[src/hdl/sadf_pkg.sv]
// ----------------------------------------------------------------------------
// sadf_pkg
// Types, codes and reset values shared by the slot allocator modules.
// ----------------------------------------------------------------------------
package sadf_pkg;

	localparam int DEF_MAX_SLOTS = 1024;
	localparam int DEF_FRAMES    = 3;

	localparam int ADDR_W     = 64;
	localparam int OP_W       = 2;
	localparam int FRAME_W    = 2;
	localparam int OUT_IDX_W  = 10;
	localparam int STATUS_W   = 3;
	localparam int CFG_CAP_W  = 11;
	localparam int SLOT_SZ_W  = 16;
	localparam int CFG_IDX_W  = 3;
	localparam int CFG_DATA_W = 64;

	localparam int S_TDATA_W = 72;
	localparam int S_TUSER_W = OP_W;
	localparam int M_TDATA_W = 144;
	localparam int M_TUSER_W = STATUS_W;

	localparam logic [CFG_CAP_W-1:0] RST_POOL_CAPACITY = CFG_CAP_W'(1024);
	localparam logic [SLOT_SZ_W-1:0] RST_SLOT_SIZE     = SLOT_SZ_W'(32);

	typedef enum logic [CFG_IDX_W-1:0] {
		REG_POOL_CAPACITY  = 3'd0,
		REG_SLOT_SIZE      = 3'd1,
		REG_CPU_BASE       = 3'd2,
		REG_GPU_BASE       = 3'd3,
		REG_SHADER_VISIBLE = 3'd4
	} reg_idx_t;

	typedef enum logic [OP_W-1:0] {
		OP_ALLOC   = 2'd0,
		OP_FREE    = 2'd1,
		OP_PROCESS = 2'd2,
		OP_NONE    = 2'd3
	} op_t;

	typedef enum logic [STATUS_W-1:0] {
		ST_OK         = 3'd0,
		ST_FULL       = 3'd1,
		ST_BAD_HANDLE = 3'd2,
		ST_NOTHING    = 3'd3,
		ST_BAD_FRAME  = 3'd4,
		ST_NULL       = 3'd5
	} status_t;

	typedef enum logic [3:0] {
		S_IDLE,
		S_DECODE,
		S_ALLOC_MUL,
		S_ALLOC_ADD,
		S_FREE_DIV,
		S_FREE_CHK,
		S_PROC_RD,
		S_PROC_WR,
		S_DONE
	} state_t;

	typedef struct packed {
		logic done;
		logic rem_zero;
	} div_stat_t;

endpackage

[src/hdl/sadf_divider.sv]
// ----------------------------------------------------------------------------
// sadf_divider
// Restoring divider, one quotient bit per cycle, for handle offset checks.
// ----------------------------------------------------------------------------
module sadf_divider (
	input  logic                               clk,
	input  logic                               arst_n,
	input  logic                               start,
	input  logic [sadf_pkg::ADDR_W-1:0]        dividend,
	input  logic [sadf_pkg::SLOT_SZ_W-1:0]     divisor,
	output sadf_pkg::div_stat_t                stat,
	output logic [sadf_pkg::ADDR_W-1:0]        quotient
);
	import sadf_pkg::*;

	localparam int CNT_W = $clog2(ADDR_W);

	logic [ADDR_W-1:0]    work_q;
	logic [SLOT_SZ_W:0]   rem_q;
	logic [CNT_W-1:0]     cnt_q;
	logic                 busy_q;
	logic                 done_q;
	logic [SLOT_SZ_W:0]   rem_sh;
	logic                 ge;

	assign rem_sh = {rem_q[SLOT_SZ_W-1:0], work_q[ADDR_W-1]};
	assign ge     = rem_sh >= {1'b0, divisor};

	always_ff @(posedge clk or negedge arst_n) begin
		if (!arst_n) begin
			busy_q <= 1'b0;
			done_q <= 1'b0;
			cnt_q  <= '0;
		end else if (start) begin
			busy_q <= 1'b1;
			done_q <= 1'b0;
			cnt_q  <= '0;
		end else if (busy_q) begin
			cnt_q <= cnt_q + 1'b1;
			if (cnt_q == CNT_W'(ADDR_W - 1)) begin
				busy_q <= 1'b0;
				done_q <= 1'b1;
			end
		end
	end

	always_ff @(posedge clk) begin
		if (start) begin
			work_q <= dividend;
			rem_q  <= '0;
		end else if (busy_q) begin
			work_q <= {work_q[ADDR_W-2:0], ge};
			rem_q  <= ge ? (rem_sh - {1'b0, divisor}) : rem_sh;
		end
	end

	assign stat.done     = done_q;
	assign stat.rem_zero = (rem_q == '0);
	assign quotient      = work_q;
endmodule

[config.mk]
export PLATFORM = sky130hd
export DESIGN_NAME = sadf_divider
export DESIGN_NICKNAME = d
export VERILOG_FILES = /design/src/hdl/sadf_pkg.sv /design/src/hdl/sadf_divider.sv
export SDC_FILE = /design/constraint.sdc
export NUM_CORES = 1
export LEC_CHECK = 0
export BUFFER_PORTS_ARGS = -buffer_cell sky130_fd_sc_hd__buf_2
export CAP_MARGIN = 5
export CORE_AREA = 3 3 100 102
export CTS_CLUSTER_SIZE = 12
export DETAILED_ROUTE_END_ITERATION = 7
export DIE_AREA = 0 0 103 105
export GPL_TIMING_DRIVEN = 0
export PLACE_DENSITY = 0.79
export SLEW_MARGIN = 20
export SYNTH_ARGS = -nofsm -noshare
export SYNTH_HDL_FRONTEND = slang
export SYNTH_SLANG_ARGS = --single-unit
[constraint.sdc]
create_clock -name clk -period 2.7 [get_ports clk]
set_input_delay 0.135 -clock clk [delete_from_list [all_inputs] [get_ports clk]]
set_output_delay 0.135 -clock clk [all_outputs]
set_load 0.03 [all_outputs]
# ---- Word level (Yosys, flattened, before mapping)
# Index checks and enable logic that the tools add are counted.
dict set report word_totals {
  register_bits 89
  input_bits 83
  out_inout_bits 66
}
dict set report op_classes {
  eq_ne 1
  reduce_logical 4
  muxes 11
  add_sub_neg 2
  n_lt_le_gt_ge 1
}
# op count
set op_table {}
lappend op_table {{$mux 64} 2}
lappend op_table {{$ge 17x16->1} 1}
lappend op_table {{$logic_not 17->1} 1}
lappend op_table {{$mux 17} 1}
lappend op_table {{$sub 17x16->17} 1}
lappend op_table {{$mux 6} 2}
lappend op_table {{$add 6x1->6 const B} 1}
lappend op_table {{$eq 6x6->1 const B} 1}
lappend op_table {{$mux 1} 6}
lappend op_table {{$reduce_bool 2->1} 2}
lappend op_table {{$reduce_and 2->1} 1}

# ---- Depth between registers and ports, before layout
# Gate-level depths: netlist of run 1.
dict set report depth {
  word_depth 4
  mapped_depth 10
}

# ---- Worst setup path before layout of run 1
# No wires, ideal clock.
dict set report synth_timing {
  path_kind {register to register}
  startpoint {register work_q[63], in the netlist quotient[63]}
  endpoint {register rem_q[12]}
  synth_period_minus_slack_ns 2.497
  stages_incl_launch_ff 11
  slack_ns 0.203
  arrival_time_ns 2.381
  required_time_ns 2.584
  path_cell_list {edfxtp_1 inv_1 ha_1 fa_1 nor2b_1 o31ai_1 a221oi_1 a21oi_1 o21ai_0 xor2_1 a31o_2}
}
dict set report synth_between {
  elab_chain_len 2
}
# item line
set synth_rtl {}
lappend synth_rtl {{start, declared} sadf_divider.sv:18} ;# logic [ADDR_W-1:0] work_q;
lappend synth_rtl {{start signal, assigned} sadf_divider.sv:49} ;# work_q <= dividend;
lappend synth_rtl {{start signal, assigned} sadf_divider.sv:52} ;# work_q <= {work_q[ADDR_W-2:0], ge};
lappend synth_rtl {{$sub 17x16->17 or $ge 17x16->1 (tied branches)} {sadf_divider.sv:53, sadf_divider.sv:27}}
lappend synth_rtl {{$mux 17 (*)} sadf_divider.sv:53} ;# rem_q <= ge ? (rem_sh - {1'b0, divisor}) : rem_sh;
lappend synth_rtl {{end signal, assigned} sadf_divider.sv:53}
lappend synth_rtl {{end, declared} sadf_divider.sv:19} ;# logic [SLOT_SZ_W:0] rem_q;
# Every way passes the cells marked *; elsewhere a longest branch is shown, timed or not.
# A chain may end at the register's enable or synchronous reset.

# ---- Final worst setup path of run 1
# Same ends and word-level chain as after synthesis.

==> flow_summary.yaml, run 1 <==
setup_path:
  slowest_stage: "fa_1"
  worstSetupStartpointType: "flop"
  r2r_cells: 10
  endpoint: "rem_q[12]"
  reg2reg_from: "quotient[63]"
  r2r_slack_ns: 0.13
  worst-path-stages: 10
  max_stage_delay_ns: 0.41
  critical_path_buf_inv_count: 1
  worst-path-max-fanout: 4
  arrival_ns: 2.82
  cp-end-kind: "flop"
  r2r-end: "rem_q[12]"
  crit_type: "flop to flop"
  startpoint: "quotient[63]"
  required_ns: 2.95
  critPathTopFamily: "compound AO/OA/AOI/OAI gates"
  path_cells: "inv_1, ha_1, fa_1, nor2b_1, o31ai_2, a221oi_2, a21oi_1, o21ai_0, xor2_1, a31o_2"
logic_synthesis:
  syn_area_per_cell_sq_um: 12.07
  synthTopCellsByArea: "edfxtp_1 41%, mux2_2 16%, dfxtp_1 7.3%, ha_1 4.5%, dfrtp_1 4.3%"
  yosys_warnings: 0
  ys_types: 50
  synth_cells: 388
  ys_ff_latch: 89
  synth_edf_count: 64
  ys_async_sr_fraction_pct: 8.989
  synth_ff_type: "edfxtp_1"
  syn_area_sq_um: 4684
  synth_top_area_cell: "edfxtp_1"
  synth.most_common_cell: "mux2_2"
  synth_nets: 489
  synth_commonest_cells: "65 x mux2_2, 64 x edfxtp_1, 29 x nand2_1, 25 x nor2_1, 22 x inv_1"
  ys_seq_area_share_pct: 52.56
  yosysTopAreaCellShare_pct: 41.03
status:
  status: "finished clean"
clock_network:
  root_buffer: "clkbuf_8"
  clkLatencyLatePin_ns: 0.35
  htree_levels: 3
  cts_sinks: 89
  tritoncts: "yes"
  cts_setup_buffers: 0
  clk_path_buf_depth: 2
  cts_made_buffers: 9
  clk_pin_slew_ns: 0.10
sta:
  hold_violations: 0
  drv_slew: 0
  relSlewSlack_pct: 59.40
  clock_skew_ns: 0.01334
  rsz0062_at_grt: "yes"
  finalSetupViolations: 0
  final.period_utilization_pct: 95.29
  setup_total_negative_slack_ns: 0
  worst_slack_ns: 0.1271
  final.min_clock_period_ns: 2.573
  fmax_mhz: 388.7
  tightestPinTransition_ns: 0.6091
detailed_routing:
  drc_errors: 0
  vias: 3673
  routedWlPerCell_um: 17.10
  viasPerCell: 5.540
  drt_pass1_iterations: 4
  drt_iter0_markers: 208
  ant_nets: 0
  wl_um: 11340
floorplan:
  die_w_um: 103
  start_util_pct: 50.94
  coreArea_sq_um: 9196
  die-area_sq_um: 10820
  io_pins: 149
  die_y_um: 105
  row_count: 35
min_path:
  min_from: "dividend[43]"
  whs_path_depth: 2
  hold_path.class: "input pin to flop"
place:
  hpwl_um: 8757
  dp_slack_ns: 0.08556
  globalplace.congestion: 0.8323
  io_buffers: 147
  dp.cells: 647
power_and_ir_drop:
  ir_drop_v: 0.0003279
  leakage_nw: 2.572
  p_total_mw: 3.201
  power_density_nw_per_um2: 551.7
global_route:
  grt_overflow: 0
  grt_antenna_before_repair: 0
  first_global_vias: 3748
  grt_pass1_wl_um: 18020
  track_usage_pct: 21.31
  grt_max_degree: 57
run:
  maxCapViolations: 0
layout:
  drive_gt1_share_pct: 43.30
  syn_to_final_growth_pct: 23.88
  nets: 649
  layout.cells.non_filler: 663
  antenna-diode-count: 0
## layout make-up
type,count,area [sq um]
Fill cell,755,3393
Sequential cell,89,2462
Multi-Input combinational cell,260,2072
Timing Repair Buffer,149,773.2
Tap cell,111,138.9
Clock buffer,9,123.9
Inverter,22,85.08
Buffer,17,80.08
Clock inverter,6,67.56
## cells by family (layout without fill, tap and decap cells)
family	after synthesis	after routing	share of synthesized area (%)
fa+ha+maj	18	18	4.968
mux	76	76	17.98
compound gates	72	72	10.52
flops	89	89	52.56
xor+xnor	15	15	2.805
buf+inv	39	203	3.472
simple gates	79	79	7.693
## report_power, final
part | switching [mW] | internal [mW] | total, mW
sequential | 0.0619 | 1.59 | 1.65
combinational | 0.396 | 0.249 | 0.646
clock | 0.477 | 0.428 | 0.905
## per-layer routing
layer | share of wire, % | track usage, %
met5 | 0 | 0
met4 | 1.9 | 7.678
met3 | 6.4 | 5.140
met2 | 50 | 34.83
met1 | 41 | 27.21
## placed cells by master (no fill, tap or decap), types with 3 or more instances in the layout
master	synthesis	final
xnor2_1	6	6
nand3_1	4	4
a21oi_1	16	16
mux2_2	65	65
a31o_2	3	3
dfxtp_1	17	17
o21a_1	4	4
dfrtp_1	8	8
clkbuf_8	0	9
o21ai_0	17	17
ha_1	17	17
clkbuf_1	13	13
nor2_1	25	25
nand4_1	5	5
nor4_1	6	6
edfxtp_1	64	64
nand2_1	29	29
a21o_1	5	5
mux2i_1	11	11
nor2b_1	3	3
a211oi_1	4	4
buf_2	0	147
xor2_1	9	9
inv_1	22	21
## repair_timing
action,in CTS,in global routing
hold buffers,1,0
hold endpoints to repair,8,0
endpoints found under the setup margin,0,4
gates resized for setup,0,3
## how the worst min path moves through the flow
stage                               to  slack [ns]
after detailed placement      cnt_q[4]       -0.01
final                     quotient[43]        0.08
after global placement        cnt_q[4]       -0.02
after global routing      quotient[43]        0.07
after floorplan                 busy_q       -0.16
after CTS                 quotient[43]        0.06
## flip-flops by register name, indices dropped and copies added (netlist names)
name / cells
rem_q: 17
cnt_q: 6
done_q: 1
busy_q: 1
quotient: 64
## worst register-to-register path: cells and delay by family (launching register included)
kind,cells,cell delay [ns]
fa+ha+maj,2,0.61
compound gates,5,1.08
flops,1,0.39
simple gates,1,0.19
buf+inv,1,0.07
xor+xnor,1,0.14
## metrics by stage
| step | area (sq um) | util (%) | hold WS, ns |
|---|---|---|---|
| after floorplan | 4684 | - | -0.1606 |
| after global placement | 5559 | 60.45 | -0.01764 |
| after detailed placement | 5589 | 60.78 | -0.01364 |
| after CTS | 5791 | 62.97 | 0.06073 |
| after global routing | 5803 | 63.10 | 0.06697 |
| final | 5803 | 63.10 | 0.07761 |
Note: power is estimated with default switching activity, not from simulation.
==> inputs of run 2 (changes only) <==
==> constraint.sdc (replaced) <==
create_clock -name clk -period 2.7 [get_ports clk]
set_input_delay 0.81 -clock clk [delete_from_list [all_inputs] [get_ports clk]]
set_output_delay 0.81 -clock clk [all_outputs]
set_load 0.03 [all_outputs]
==> run 2 against run 1 <==
Critical path depth stayed put; sequential power hardly changed; clock power hardly changed; maximum frequency is 2.0% lower; largest power group unchanged.
==> flow_summary.yaml, run 2 (synthesis results as in run 1) <==
setup_path:
  worstSetupStartpointType: "input pin"
  crit_type: "input pin to flop"
  max_stage_delay_ns: 0.42
  path_cells: "buf_2, inv_1, ha_1, and4_4, o211ai_2, a41o_1, a31oi_4, buf_8, mux2i_1, a211oi_2"
  arrival_ns: 2.84
  required_ns: 2.91
  critPathTopFamily: "compound AO/OA/AOI/OAI gates"
  worst-path-max-fanout: 7
  startpoint: "divisor[7]"
  critical_path_buf_inv_count: 3
  cp-end-kind: "flop"
  reg2reg_from: "quotient[63]"
  slowest_stage: "ha_1"
clock_network:
  clkLatencyLatePin_ns: 0.36
  tritoncts: "yes"
  clk_pin_slew_ns: 0.09
  cts_sinks: 89
  htree_levels: 3
  cts_made_buffers: 9
  clk_path_buf_depth: 2
  root_buffer: "clkbuf_8"
detailed_routing:
  viasPerCell: 5.583
  wl_um: 11790
  ant_nets: 0
  routedWlPerCell_um: 17.73
  drt_iter0_markers: 167
  vias: 3713
  drt_pass1_iterations: 4
  drc_errors: 0
floorplan:
  start_util_pct: 50.94
  coreArea_sq_um: 9196
  die_w_um: 103
  die_y_um: 105
  row_count: 35
  die-area_sq_um: 10820
  io_pins: 149
place:
  hpwl_um: 8906
  dp.cells: 647
  io_buffers: 147
  dp_slack_ns: -0.4554
  globalplace.congestion: 0.8623
sta:
  clock_skew_ns: 0.01587
  fmax_mhz: 380.9
  final.min_clock_period_ns: 2.626
  drv_slew: 0
  finalSetupViolations: 0
  relSlewSlack_pct: 53.76
  hold_violations: 0
  worst_slack_ns: 0.07441
  tightestPinTransition_ns: 0.6898
  final.period_utilization_pct: 97.24
min_path:
  hold_path.class: "input pin to async pin"
run:
  maxCapViolations: 0
layout:
  largest_reg_flops: 64
  mostFrequentLayoutCell: "buf_2"
  nets: 651
  syn_to_final_growth_pct: 25.72
  final_cell_mix: "148 x buf_2, 65 x mux2_2, 64 x edfxtp_1, 29 x nand2_1, 25 x nor2_1"
  antenna-diode-count: 0
  drive_gt1_share_pct: 46.03
  layout.cells.non_filler: 665
global_route:
  grt_antenna_before_repair: 0
  grt_max_degree: 36
  first_global_vias: 3692
  grt_overflow: 0
  track_usage_pct: 21.78
  grt_pass1_wl_um: 18320
power_and_ir_drop:
  leakage_nw: 2.593
  power_density_nw_per_um2: 546.4
  ir_drop_v: 0.0003194
status:
  status: "finished clean"
[run 2: cell types whose count changed in the layout (fill, tap and decap cells not counted), moves of 2 or more]
| cell | previous run | this run |
|---|---|---|
| clkinvlp_4 | 1 | 3 |
| a211oi_2 | 0 | 2 |
| nor2b_1 | 3 | 1 |
| a211oi_1 | 4 | 2 |
[run 2: area by class of cell]
class	instances	area, sq um
Inverter	22	86.33
Timing Repair inverter	1	5.005
Tap cell	111	138.9
Timing Repair Buffer	150	788.3
Clock inverter	6	67.56
Sequential cell	89	2462
Clock buffer	9	123.9
Fill cell	782	3307
Buffer	17	88.84
Multi-Input combinational cell	260	2128
[run 2: per-stage QoR]
step	TNS (ns)	util [%]	cell area, sq um	power, mW	hold slack, ns
2_1_floorplan	0	-	4693	2.101	0.4637
3_3_place_gp	-45.35	60.54	5568	2.309	0.4951
3_5_place_dp	-14.07	60.76	5588	2.327	0.5049
4_1_cts	0	62.91	5786	3.228	0.2617
5_1_grt	-0.04232	64.04	5889	3.351	0.2705
6_report	0	64.04	5889	3.218	0.2828
[run 2: final timing paths]
check / to / cells past startpoint / slack [ns]
min reg2reg: rem_q[13] / 2 / 0.52
min in group clk: rem_q[13] / 2 / 0.52
max in group asynchronous: cnt_q[2] / 1 / 2.25
max: rem_q[9] / 10 / 0.07
max reg2reg: rem_q[12] / 10 / 0.22
min: done_q / 1 / 0.28
[run 2: power by group]
group	total, mW	internal, mW	leakage, nW	switching (mW)
clock network	0.907	0.426	0.0917	0.481
registers	1.65	1.59	0.921	0.0628
logic	0.660	0.256	1.58	0.404
total	3.22	2.27	2.59	0.948
[run 2: timing repair]
item                       CTS  global route
gates cloned                 0             2
buffers inserted             0             1
setup endpoints to repair    3            41
resized for setup            1            16
hold buffers                 0             0
pin swaps                    0             4
[run 2: per-layer routing]
metal	share of wire, %	vias to the layer above	GRT usage (%)
met5	0	-	0
met4	1.4	0	7.863
met3	6.2	14	5.007
met2	52	134	36.48
met1	40	1797	27.10
li1	-	1768	-
==> inputs of run 3 (changes only) <==
- CORE_AREA: 3 3 100 102 -> 3 3 101 103
- DIE_AREA: 0 0 103 105 -> 0 0 104 106
- PLACE_DENSITY: 0.79 -> 0.78
==> run 3 against run 2 <==
Cell count rose by 3.2%; clock skew fell by 0.0015 ns; largest power group unchanged; utilization fell by 0.31 points.
==> flow_summary.yaml, run 3 (synthesis results as in run 1) <==
status:
  status: "finished clean"
floorplan:
  coreArea_sq_um: 9284
  row_count: 35
  io_pins: 149
  die_w_um: 104
  die-area_sq_um: 11020
  start_util_pct: 50.46
  die_y_um: 106
sta:
  fmax_mhz: 372.3
  finalSetupViolations: 0
  hold_violations: 0
  tightestPinTransition_ns: 0.7260
  rsz0062_at_grt: "yes"
  final.period_utilization_pct: 99.49
  relSlewSlack_pct: 51.33
  drv_slew: 0
  clock_skew_ns: 0.01433
  fin_hold_ws_ns: 0.2918
  final.min_clock_period_ns: 2.686
layout:
  antenna-diode-count: 0
  largest_reg_flops: 64
  regArea_sq_um: 2462
  drive_gt1_share_pct: 45.60
  fin_util_pct: 63.73
  fillCellCount: 783
  final_cell_mix: "148 x buf_2, 65 x mux2_2, 64 x edfxtp_1, 29 x nand2_1, 25 x nor2_1"
  multi_input_comb_area_sq_um: 2107
  syn_to_final_growth_pct: 26.31
  mostFrequentLayoutCell: "buf_2"
  nets: 653
  fin_area_sq_um: 5917
place:
  io_buffers: 147
  hpwl_um: 8936
  post_dp_cell_area_sq_um: 5610
  globalplace.congestion: 0.8791
power_and_ir_drop:
  internal_power_mw: 2.371
  power_density_nw_per_um2: 559.5
  p_sw_mw: 0.9390
  seq_power_share_pct: 49.8
  clkPwrFrac_pct: 30.3
  leakage_nw: 2.609
  swShare_pct: 28.37
  combPwrFrac_pct: 20.0
  ir_drop_v: 0.0003755
min_path:
  hold_path.class: "input pin to async pin"
setup_path:
  critical_path_buf_inv_count: 2
  required_ns: 2.95
  r2r-end: "rem_q[12]"
  critPathTopFamily: "compound AO/OA/AOI/OAI gates"
  arrival_ns: 2.93
  worst-path-max-fanout: 7
  crit_type: "input pin to flop"
  worstSetupStartpointType: "input pin"
  r2r_slack_ns: 0.18
  max_stage_delay_ns: 0.67
  path_cells: "buf_2, inv_1, ha_1, a2111oi_1, a221oi_2, a21oi_1, o21ai_1, xor2_1, a31o_2"
  reg2reg_from: "rem_q[6]"
  r2r_cells: 7
  slowest_stage: "a2111oi_1"
  cp-end-kind: "flop"
global_route:
  grt_max_degree: 35
  grt_overflow: 0
  track_usage_pct: 20.37
  grt_pass1_wl_um: 17800
  first_global_vias: 3599
  grt_antenna_before_repair: 2
clock_network:
  clk_pin_slew_ns: 0.09
  cts_made_buffers: 9
  htree_levels: 3
  root_buffer: "clkbuf_8"
  tritoncts: "yes"
  clk_path_buf_depth: 2
  cts_sinks: 89
  clkLatencyLatePin_ns: 0.35
detailed_routing:
  routedWlPerCell_um: 17.04
  drt_iter0_markers: 157
  vias: 3641
  wl_um: 11690
  viasPerCell: 5.308
  drt_pass1_iterations: 4
  drc_errors: 0
  ant_nets: 0
run:
  maxCapViolations: 0
run 3: how the worst max path moves through the flow:
stage,start,to,slack [ns],cells past startpoint
floorplan,start,quotient[0],0.01,4
global placement,start,quotient[54],-0.64,4
detailed placement,divisor[0],rem_q[12],-0.39,10
CTS,divisor[1],quotient[0],0.03,10
global route,divisor[7],rem_q[14],-0.15,9
finish,divisor[7],rem_q[12],0.01,9
run 3: power by group through the flow:
stage | Combinational (mW) | Sequential, mW | Clock [mW]
floorplan | 0.223 | 1.88 | 0
global placement | 0.637 | 1.67 | 0
detailed placement | 0.650 | 1.68 | 0
CTS | 0.652 | 1.65 | 1.02
global route | 0.703 | 1.67 | 1.07
finish | 0.660 | 1.65 | 1.00
run 3: area by class of cell:
class                           count  share of cell area (%)
Timing Repair inverter              1                 0.08458
Buffer                             17                   1.501
Sequential cell                    89                   41.62
Inverter                           22                   1.459
Clock buffer                       10                   2.157
Timing Repair Buffer              152                   13.28
Multi-Input combinational cell    260                   35.61
Clock inverter                      6                   1.565
Tap cell                          129                   2.728
run 3: metrics by stage:
stage               setup TNS, ns  total power, mW  worst slack (ns)  cells
finish                          0            3.310           0.01384    686
global route              -0.6189            3.438           -0.1539    686
CTS                             0            3.323           0.03445    681
detailed placement         -14.71            2.326           -0.3872    665
global placement           -45.96            2.309           -0.6397    664
floorplan                       0            2.101           0.01274    388
run 3: metal layers:
metal  share of wire, %  vias up  track usage [%]  wire length [um]
met1                 40     1710            24.87              4699
met4                1.5        4            6.933               176
met2                 52      133            35.47              6020
met5               0.12        -                0                14
met3                6.6       16            4.918               775
li1                   -     1778                -                 -
run 3: repair_timing:
item,CTS,global route
gates cloned,0,2
setup buffers,0,3
setup endpoints to repair,1,47
gates resized for setup,1,14
pin swaps,0,3
hold buffers,0,0
